File: config.mk
export PLATFORM = sky130hd
export DESIGN_NAME = linear_interp_resampler
export DESIGN_NICKNAME = d
export VERILOG_FILES = /design/src/hdl/lir_pkg.sv /design/src/hdl/linear_interp_resampler.sv
export SDC_FILE = /design/constraint.sdc
export NUM_CORES = 1
export LEC_CHECK = 0
export BUFFER_PORTS_ARGS = -buffer_cell sky130_fd_sc_hd__buf_2
export CAP_MARGIN = 20
export CORE_MARGIN = 3
export CORE_UTILIZATION = 49
export DETAILED_ROUTE_END_ITERATION = 6
export PLACE_DENSITY_LB_ADDON = 0.25
export SLEW_MARGIN = 20
export SYNTH_ARGS = -nofsm -noshare
export SYNTH_HDL_FRONTEND = slang
export SYNTH_SLANG_ARGS = --single-unit
export TNS_END_PERCENT = 50
File: constraint.sdc
create_clock -name i_clk -period 10.51 [get_ports i_clk]
set_clock_uncertainty 0.2 [all_clocks]
set_input_delay 0 -clock i_clk [delete_from_list [all_inputs] [get_ports i_clk]]
set_output_delay 0 -clock i_clk [all_outputs]
set_load 0.01 [all_outputs]
File: src/hdl/lir_pkg.sv
// Package with constants and types for the linear interpolation resampler.
package lir_pkg;

    localparam int unsigned SAMPLE_W = 16;
    localparam int unsigned IN_RATE_W = 14;
    localparam int unsigned OUT_RATE_W = 15;
    localparam int unsigned CFG_DATA_W = 15;

    localparam logic [IN_RATE_W-1:0] IN_RATE_LO = 14'd8000;
    localparam logic [IN_RATE_W-1:0] IN_RATE_HI = 14'd16000;
    localparam logic [IN_RATE_W-1:0] IN_RATE_RST = 14'd10000;
    localparam logic [OUT_RATE_W-1:0] OUT_RATE_LO = 15'd8000;
    localparam logic [OUT_RATE_W-1:0] OUT_RATE_HI = 15'd22000;
    localparam logic [OUT_RATE_W-1:0] OUT_RATE_RST = 15'd22000;

    localparam logic signed [SAMPLE_W-1:0] S16_MAX = 16'sh7FFF;
    localparam logic signed [SAMPLE_W-1:0] S16_MIN = 16'sh8000;

    localparam logic CFG_IDX_IN_RATE = 1'b0;
    localparam logic CFG_IDX_OUT_RATE = 1'b1;

    typedef enum logic [5:0] {
        ST_IDLE  = 6'b000001,
        ST_MUL0  = 6'b000010,
        ST_MUL1  = 6'b000100,
        ST_SETUP = 6'b001000,
        ST_DIV   = 6'b010000,
        ST_EMIT  = 6'b100000
    } t_state;

endpackage

File: src/hdl/linear_interp_resampler.sv
// Linear interpolation sample rate converter with a shared multiplier and serial divider.
//
//  Channel   Direction  Handshake           Payload
//  input     in         i_valid / o_ready   i_sample
//  output    out        o_valid / i_ready   o_out_sample, o_last
//  config    in         i_cfg_we            i_cfg_idx, i_cfg_data
//
// A pass-through request goes straight to the emit state; the first sample of a stream is only stored.
// Each interpolated result passes through the multiply states ST_MUL0 and ST_MUL1, the setup state,
// sixteen steps of the restoring divider and the emit state, which loads the output register.
// A request yields at most three results.
// Reset is synchronous, restores the default rates, clears the stream state and empties the output.
// While the output register is full and not taken, the sequencer waits before loading.
module linear_interp_resampler (
    input  logic                                  i_clk,
    input  logic                                  i_rst_n,
    input  logic                                  i_cfg_we,
    input  logic                                  i_cfg_idx,
    input  logic [lir_pkg::CFG_DATA_W-1:0]        i_cfg_data,
    input  logic                                  i_valid,
    output logic                                  o_ready,
    input  logic signed [lir_pkg::SAMPLE_W-1:0]   i_sample,
    output logic                                  o_valid,
    input  logic                                  i_ready,
    output logic signed [lir_pkg::SAMPLE_W-1:0]   o_out_sample,
    output logic                                  o_last
);
    import lir_pkg::*;

    t_state r_state, n_state;

    logic [IN_RATE_W-1:0]  r_in_rate;
    logic [OUT_RATE_W-1:0] r_out_rate;
    logic                  r_have_prev;
    logic signed [15:0]    r_prev;
    logic [14:0]           r_phase;

    logic signed [15:0]    r_cur;
    logic                  r_pass;
    logic [16:0]           r_ph;
    logic [1:0]            r_n;
    logic signed [31:0]    r_acc;
    logic [15:0]           r_rem;
    logic [15:0]           r_dq;
    logic                  r_neg;
    logic [3:0]            r_cnt;

    logic                  r_out_valid;
    logic signed [15:0]    r_out_sample;
    logic                  r_out_last;

    logic [IN_RATE_W-1:0]  w_ri;
    logic [OUT_RATE_W-1:0] w_ro;
    logic signed [15:0]    w_mul_a;
    logic signed [15:0]    w_mul_b;
    logic signed [31:0]    w_prod;
    logic [31:0]           w_mag;
    logic [31:0]           w_dend;
    logic [15:0]           w_div;
    logic [16:0]           w_trial;
    logic                  w_ge;
    logic [16:0]           w_diff;
    logic signed [15:0]    w_y;
    logic [16:0]           w_ph_next;
    logic                  w_more;
    logic                  w_last;
    logic                  w_slot;
    logic                  w_accept;
    logic [14:0]           w_phase_end;

    always_comb begin
        if (r_in_rate < IN_RATE_LO) begin
            w_ri = IN_RATE_LO;
        end else if (r_in_rate > IN_RATE_HI) begin
            w_ri = IN_RATE_HI;
        end else begin
            w_ri = r_in_rate;
        end
        if (r_out_rate < OUT_RATE_LO) begin
            w_ro = OUT_RATE_LO;
        end else if (r_out_rate > OUT_RATE_HI) begin
            w_ro = OUT_RATE_HI;
        end else begin
            w_ro = r_out_rate;
        end
    end

    // The numerator is prev * (ro - ph) + cur * ph, built by the shared multiplier in ST_MUL0 and ST_MUL1.
    always_comb begin
        if (r_state == ST_MUL0) begin
            w_mul_a = r_prev;
            w_mul_b = $signed({1'b0, w_ro - r_ph[14:0]});
        end else begin
            w_mul_a = r_cur;
            w_mul_b = $signed({1'b0, r_ph[14:0]});
        end
    end
    assign w_prod = w_mul_a * w_mul_b;

    assign w_mag   = r_acc[31] ? 32'(-r_acc) : 32'(r_acc);
    assign w_dend  = {w_mag[30:0], 1'b0} + {17'd0, w_ro};
    assign w_div   = {w_ro, 1'b0};
    assign w_trial = {r_rem, r_dq[15]};
    assign w_ge    = w_trial >= {1'b0, w_div};
    assign w_diff  = w_trial - {1'b0, w_div};

    always_comb begin
        if (!r_neg) begin
            w_y = r_dq[15] ? S16_MAX : $signed(r_dq);
        end else if (r_dq > 16'h8000) begin
            w_y = S16_MIN;
        end else begin
            w_y = $signed(16'(-{1'b0, r_dq}));
        end
    end

    assign w_ph_next = r_ph + {3'd0, w_ri};
    assign w_more    = (w_ph_next < {2'd0, w_ro}) && (r_n != 2'd2);
    assign w_last    = r_pass || !w_more;
    assign w_slot    = !r_out_valid || i_ready;
    assign o_ready   = (r_state == ST_IDLE);
    assign w_accept  = i_valid && o_ready;
    assign w_phase_end = (w_ph_next >= {2'd0, w_ro}) ? 15'(w_ph_next - {2'd0, w_ro}) : 15'd0;

    always_comb begin
        n_state = r_state;
        unique case (r_state)
            ST_IDLE: begin
                if (w_accept) begin
                    if (w_ri == w_ro) begin
                        n_state = ST_EMIT;
                    end else if (r_have_prev && (r_phase < w_ro)) begin
                        n_state = ST_MUL0;
                    end
                end
            end
            ST_MUL0:  n_state = ST_MUL1;
            ST_MUL1:  n_state = ST_SETUP;
            ST_SETUP: n_state = ST_DIV;
            ST_DIV: begin
                if (r_cnt == 4'd15) begin
                    n_state = ST_EMIT;
                end
            end
            ST_EMIT: begin
                if (w_slot) begin
                    n_state = w_last ? ST_IDLE : ST_MUL0;
                end
            end
            default: n_state = ST_IDLE;
        endcase
    end

    always_ff @(posedge i_clk) begin
        if (!i_rst_n) begin
            r_state     <= ST_IDLE;
            r_in_rate   <= IN_RATE_RST;
            r_out_rate  <= OUT_RATE_RST;
            r_have_prev <= 1'b0;
            r_prev      <= '0;
            r_phase     <= '0;
            r_out_valid <= 1'b0;
        end else begin
            r_state <= n_state;
            if (i_cfg_we) begin
                if (i_cfg_idx == CFG_IDX_IN_RATE) begin
                    r_in_rate <= i_cfg_data[IN_RATE_W-1:0];
                end else begin
                    r_out_rate <= i_cfg_data[OUT_RATE_W-1:0];
                end
            end
            if (w_accept && (w_ri != w_ro)) begin
                if (!r_have_prev) begin
                    r_have_prev <= 1'b1;
                    r_prev      <= i_sample;
                end else if (r_phase >= w_ro) begin
                    r_phase <= r_phase - w_ro;
                    r_prev  <= i_sample;
                end
            end
            if ((r_state == ST_EMIT) && w_slot) begin
                r_out_valid <= 1'b1;
                if (w_last && !r_pass) begin
                    r_phase <= w_phase_end;
                    r_prev  <= r_cur;
                end
            end else if (r_out_valid && i_ready) begin
                r_out_valid <= 1'b0;
            end
        end
    end

    always_ff @(posedge i_clk) begin
        if (w_accept) begin
            r_cur  <= i_sample;
            r_pass <= (w_ri == w_ro);
            r_ph   <= {2'd0, r_phase};
            r_n    <= 2'd0;
        end
        unique case (r_state)
            ST_MUL0: r_acc <= w_prod;
            ST_MUL1: r_acc <= r_acc + w_prod;
            ST_SETUP: begin
                r_neg <= r_acc[31];
                r_rem <= w_dend[31:16];
                r_dq  <= w_dend[15:0];
                r_cnt <= 4'd0;
            end
            ST_DIV: begin
                r_rem <= w_ge ? w_diff[15:0] : w_trial[15:0];
                r_dq  <= {r_dq[14:0], w_ge};
                r_cnt <= r_cnt + 4'd1;
            end
            ST_EMIT: begin
                if (w_slot) begin
                    r_out_sample <= r_pass ? r_cur : w_y;
                    r_out_last   <= w_last;
                    r_ph         <= w_ph_next;
                    r_n          <= r_n + 2'd1;
                end
            end
            default: begin
            end
        endcase
    end

    assign o_valid      = r_out_valid;
    assign o_out_sample = r_out_sample;
    assign o_last       = r_out_last;

endmodule
==> out/qor.yml <==
place:
  routabilityCongestion: 0.965
  placed_area_um2: 27300
  port_buffers: 55
  dp_hpwl_um: 62500
  dp_cells: 3788
finish:
  syn_to_final_growth_pct: 17.4
  final_cell_area_um2: 29300
  nNetsFinal: 3715
  fin_cells: 3905
  drive_above_1_share_pct: 14.2
  fillerInstances: 4519
  diodes: 0
critical_path:
  crit_path_max_incr_delay_ns: 0.57
  r2r_slack_ns: 0.14
  r2r_end: "r_acc[24]"
  cp-start-kind: "register"
  critical_path_class: "register to register"
  critPathArrivalTime_ns: 10.39
  slowest_stage: "or4_4"
  reg2regPathDepth: 45
  cp-end-kind: "register"
  r2r_start: "r_out_rate[9]"
  cp_max_fo: 5
  required_ns: 10.53
floorplanning:
  die_x_um: 232
  core_um2: 50300
  rows: 82
  die_area_um2: 53700
  die_y_um: 232
  initial_core_util_pct: 49.6
  ios: 56
drt:
  wl_um: 78100
  viasPerCell: 5.76
  routedWlPerCell_um: 20.0
  drt_iter0_drc: 1725
  num_vias: 22512
  ant_nets: 0
  drc: 0
  first_pass_iters: 5
power:
  p_comb_share_pct: 61.1
  power.leakage_nw: 13.3
  internal_power_mw: 2.34
  p_per_area_nw_per_um2: 146
  seqPwrFrac_pct: 23.3
  p_sw_share_pct: 45.3
  totalPowerFinal_mw: 4.27
  vdd_drop_max_mv: 0.165
  clkPwrFrac_pct: 15.5
  p_sw_mw: 1.94
outcome:
  status: "complete, no violations"
global_route:
  use_met3_pct: 4.45
  grt-ovfl-total: 0
  use_met2_pct: 48.5
  use_met1_pct: 37.2
  grt_pass1_vias: 22124
  grt_first_pass_wirelength_um: 121000
  grt_start_max_net_pins: 59
  grtUsageTotal_pct: 29.0
  busiest_layer: "met2"
  antenna_found_initial: 1
flow_run:
  cap_viol_max_count: 0
clocking:
  htreeDepth: 4
  cts_buffer_depth: 2
  clock_latency_ns: 0.51
  cts_tree: "done"
  cts.clk_slew.worst_paths_ns: 0.09
  cts_made_buffers: 17
  root_buffer: "clkbuf_16"
  cts_num_sinks: 190
yosys:
  yosys.area_share.simple_pct: 17.5
  synth_compound_area_share_pct: 16.6
  syn_area_um2: 25000
  synth-edff-count: 103
  ys_ff_latch: 190
  synthMuxAreaShare_pct: 2.44
  synth_top_family_by_area: "adder cells"
  async_reset_ff_share_pct: 0
  yosysWarnings: 0
  synth_ff_type: "edfxtp_1"
  netlist_instances: 2954
  yosysUniqueCellTypes: 94
  synth_fa_ha_area_share_pct: 30.6
  synth_xor_xnor_area_share_pct: 6.30
  syn_area_per_cell_um2: 8.45
  seq_area_frac_synth_pct: 19.4
  synth_nets: 3449
sta:
  tightest_slew_ns: 1.16
  rsz0062_at_grt: "true"
  maxSlewHeadroom_pct: 22.8
  fmax_ghz: 0.0964
  setup_violations: 0
  hold_viol_final: 0
  finalMaxSlewViolations: 0
  min_period_ns: 10.37
  layout_worst_path_cycle_share_pct: 98.7
min_path:
  min_from: "i_sample[7]"
  worstHoldEndpoint: "r_cur[7]"
  hold_depth: 2
  hp-class: "input port to register"
[Yosys cell counts (36+ instances only)]
library cell	instances	area, um^2
nor3_1	40	200
xnor2_1	110	963
inv_1	372	1400
mux2i_1	54	541
fa_1	253	5060
o21ai_0	175	876
nand3_1	49	245
nand2_1	417	1570
dfxtp_1	87	1740
nor2_1	211	792
clkbuf_1	81	304
ha_1	205	2560
a21oi_1	151	756
a21o_1	46	345
edfxtp_1	103	3090
nand2b_1	36	225
xor2_1	67	587
[through the flow]
stage | util, % | setup slack, ns | hold slack (ns) | setup TNS [ns]
4_1_cts | 56.8 | 0.00163 | 0.000349 | 0
3_3_place_gp | 54.2 | -0.209 | -0.00581 | -0.569
3_5_place_dp | 54.2 | -0.309 | -0.00359 | -1.03
6_report | 58.3 | 0.138 | 0.0360 | 0
5_1_grt | 58.3 | -0.177 | 0.0279 | -0.406
2_1_floorplan | - | 0.00453 | -0.101 | 0
[state kept, by name, summed over array words and instances, names as in the netlist]
name and flops:
r_cur 16, o_out_sample 16, r_ph 17, r_state 6, r_pass 1, r_phase 15, r_dq 16, r_in_rate 14
r_have_prev 1, r_neg 1, r_cnt 4, o_last 1, o_valid 1, r_acc 32, r_n 2, r_rem 16
r_prev 16, r_out_rate 15
[power groups by stage]
stage | Combinational (mW) | Sequential [mW] | Clock, mW
after global routing | 2.87 | 1.00 | 0.700
after CTS | 2.44 | 0.990 | 0.673
after global placement | 2.34 | 1.00 | 0
after detailed placement | 2.39 | 1.01 | 0
final | 2.61 | 0.997 | 0.664
after floorplan | 1.57 | 0.949 | 0
[logic make-up after synthesis]
kind of cell / Yosys count
AO/OA/AOI/OAI: 654
adder cells (fa/ha/maj): 458
flip-flops: 190
XOR/XNOR: 178
buffers and inverters: 468
AND/OR/NAND/NOR: 947
multiplexers: 59
[cell usage in the layout, fill, tap and decap left out, types with 54 or more instances in the layout]
cell type and count:
ha_1 190, fa_1 247, inv_1 356, buf_4 208
xnor2_1 106, a21oi_1 135, nor2_1 201, xor2_1 66
nand2_1 412, dfxtp_1 86, edfxtp_1 103, buf_2 55
mux2i_1 54, dlygate4sd3_1 60, o21ai_0 161
[how the worst max path moves through the flow]
stage | startpoint | to | depth (start not counted)
3_3_place_gp | r_out_rate[13] | r_acc[31] | 41
6_report | r_out_rate[9] | r_acc[24] | 45
4_1_cts | r_out_rate[9] | r_acc[31] | 44
2_1_floorplan | r_out_rate[11] | r_acc[31] | 42
3_5_place_dp | r_out_rate[9] | r_acc[31] | 40
5_1_grt | r_out_rate[9] | r_acc[31] | 44
[what timing repair did]
| item | in CTS | in global routing |
|---|---|---|
| pin swaps | 30 | 108 |
| gates cloned | 0 | 0 |
| hold endpoints to repair | 74 | 0 |
| buffers inserted | 3 | 23 |
| setup endpoints to repair | 8 | 15 |
| hold buffers | 60 | 0 |
| gates resized for setup | 25 | 119 |
[routing by layer]
layer | vias up | share of wire (%)
li1 | 10555 | -
met1 | 10989 | 41
met2 | 781 | 48
met3 | 187 | 5.8
met4 | 0 | 4.9
met5 | - | 0
[worst max-delay path: cells and delay by family (launching register included)]
| family | cells | cell delay, ns |
|---|---|---|
| and+or+nand+nor | 8 | 1.51 |
| adders and majority gates | 9 | 4.00 |
| DFF | 1 | 0.33 |
| buffers and inverters | 13 | 1.34 |
| xor gates and xnor gates | 2 | 0.40 |
| AOI/OAI and AO/OA | 13 | 2.25 |
[area by class of cell]
type / count / area (um^2) / share of cell area (%)
Tap cell: 672 / 841 / 2.87
Multi-Input combinational cell: 2296 / 19000 / 64.8
Timing Repair Buffer: 340 / 2650 / 9.06
Sequential cell: 190 / 4840 / 16.5
Clock inverter: 14 / 151 / 0.517
Clock buffer: 18 / 429 / 1.47
Inverter: 375 / 1410 / 4.81
Note: power is estimated with default switching activity, not from simulation.
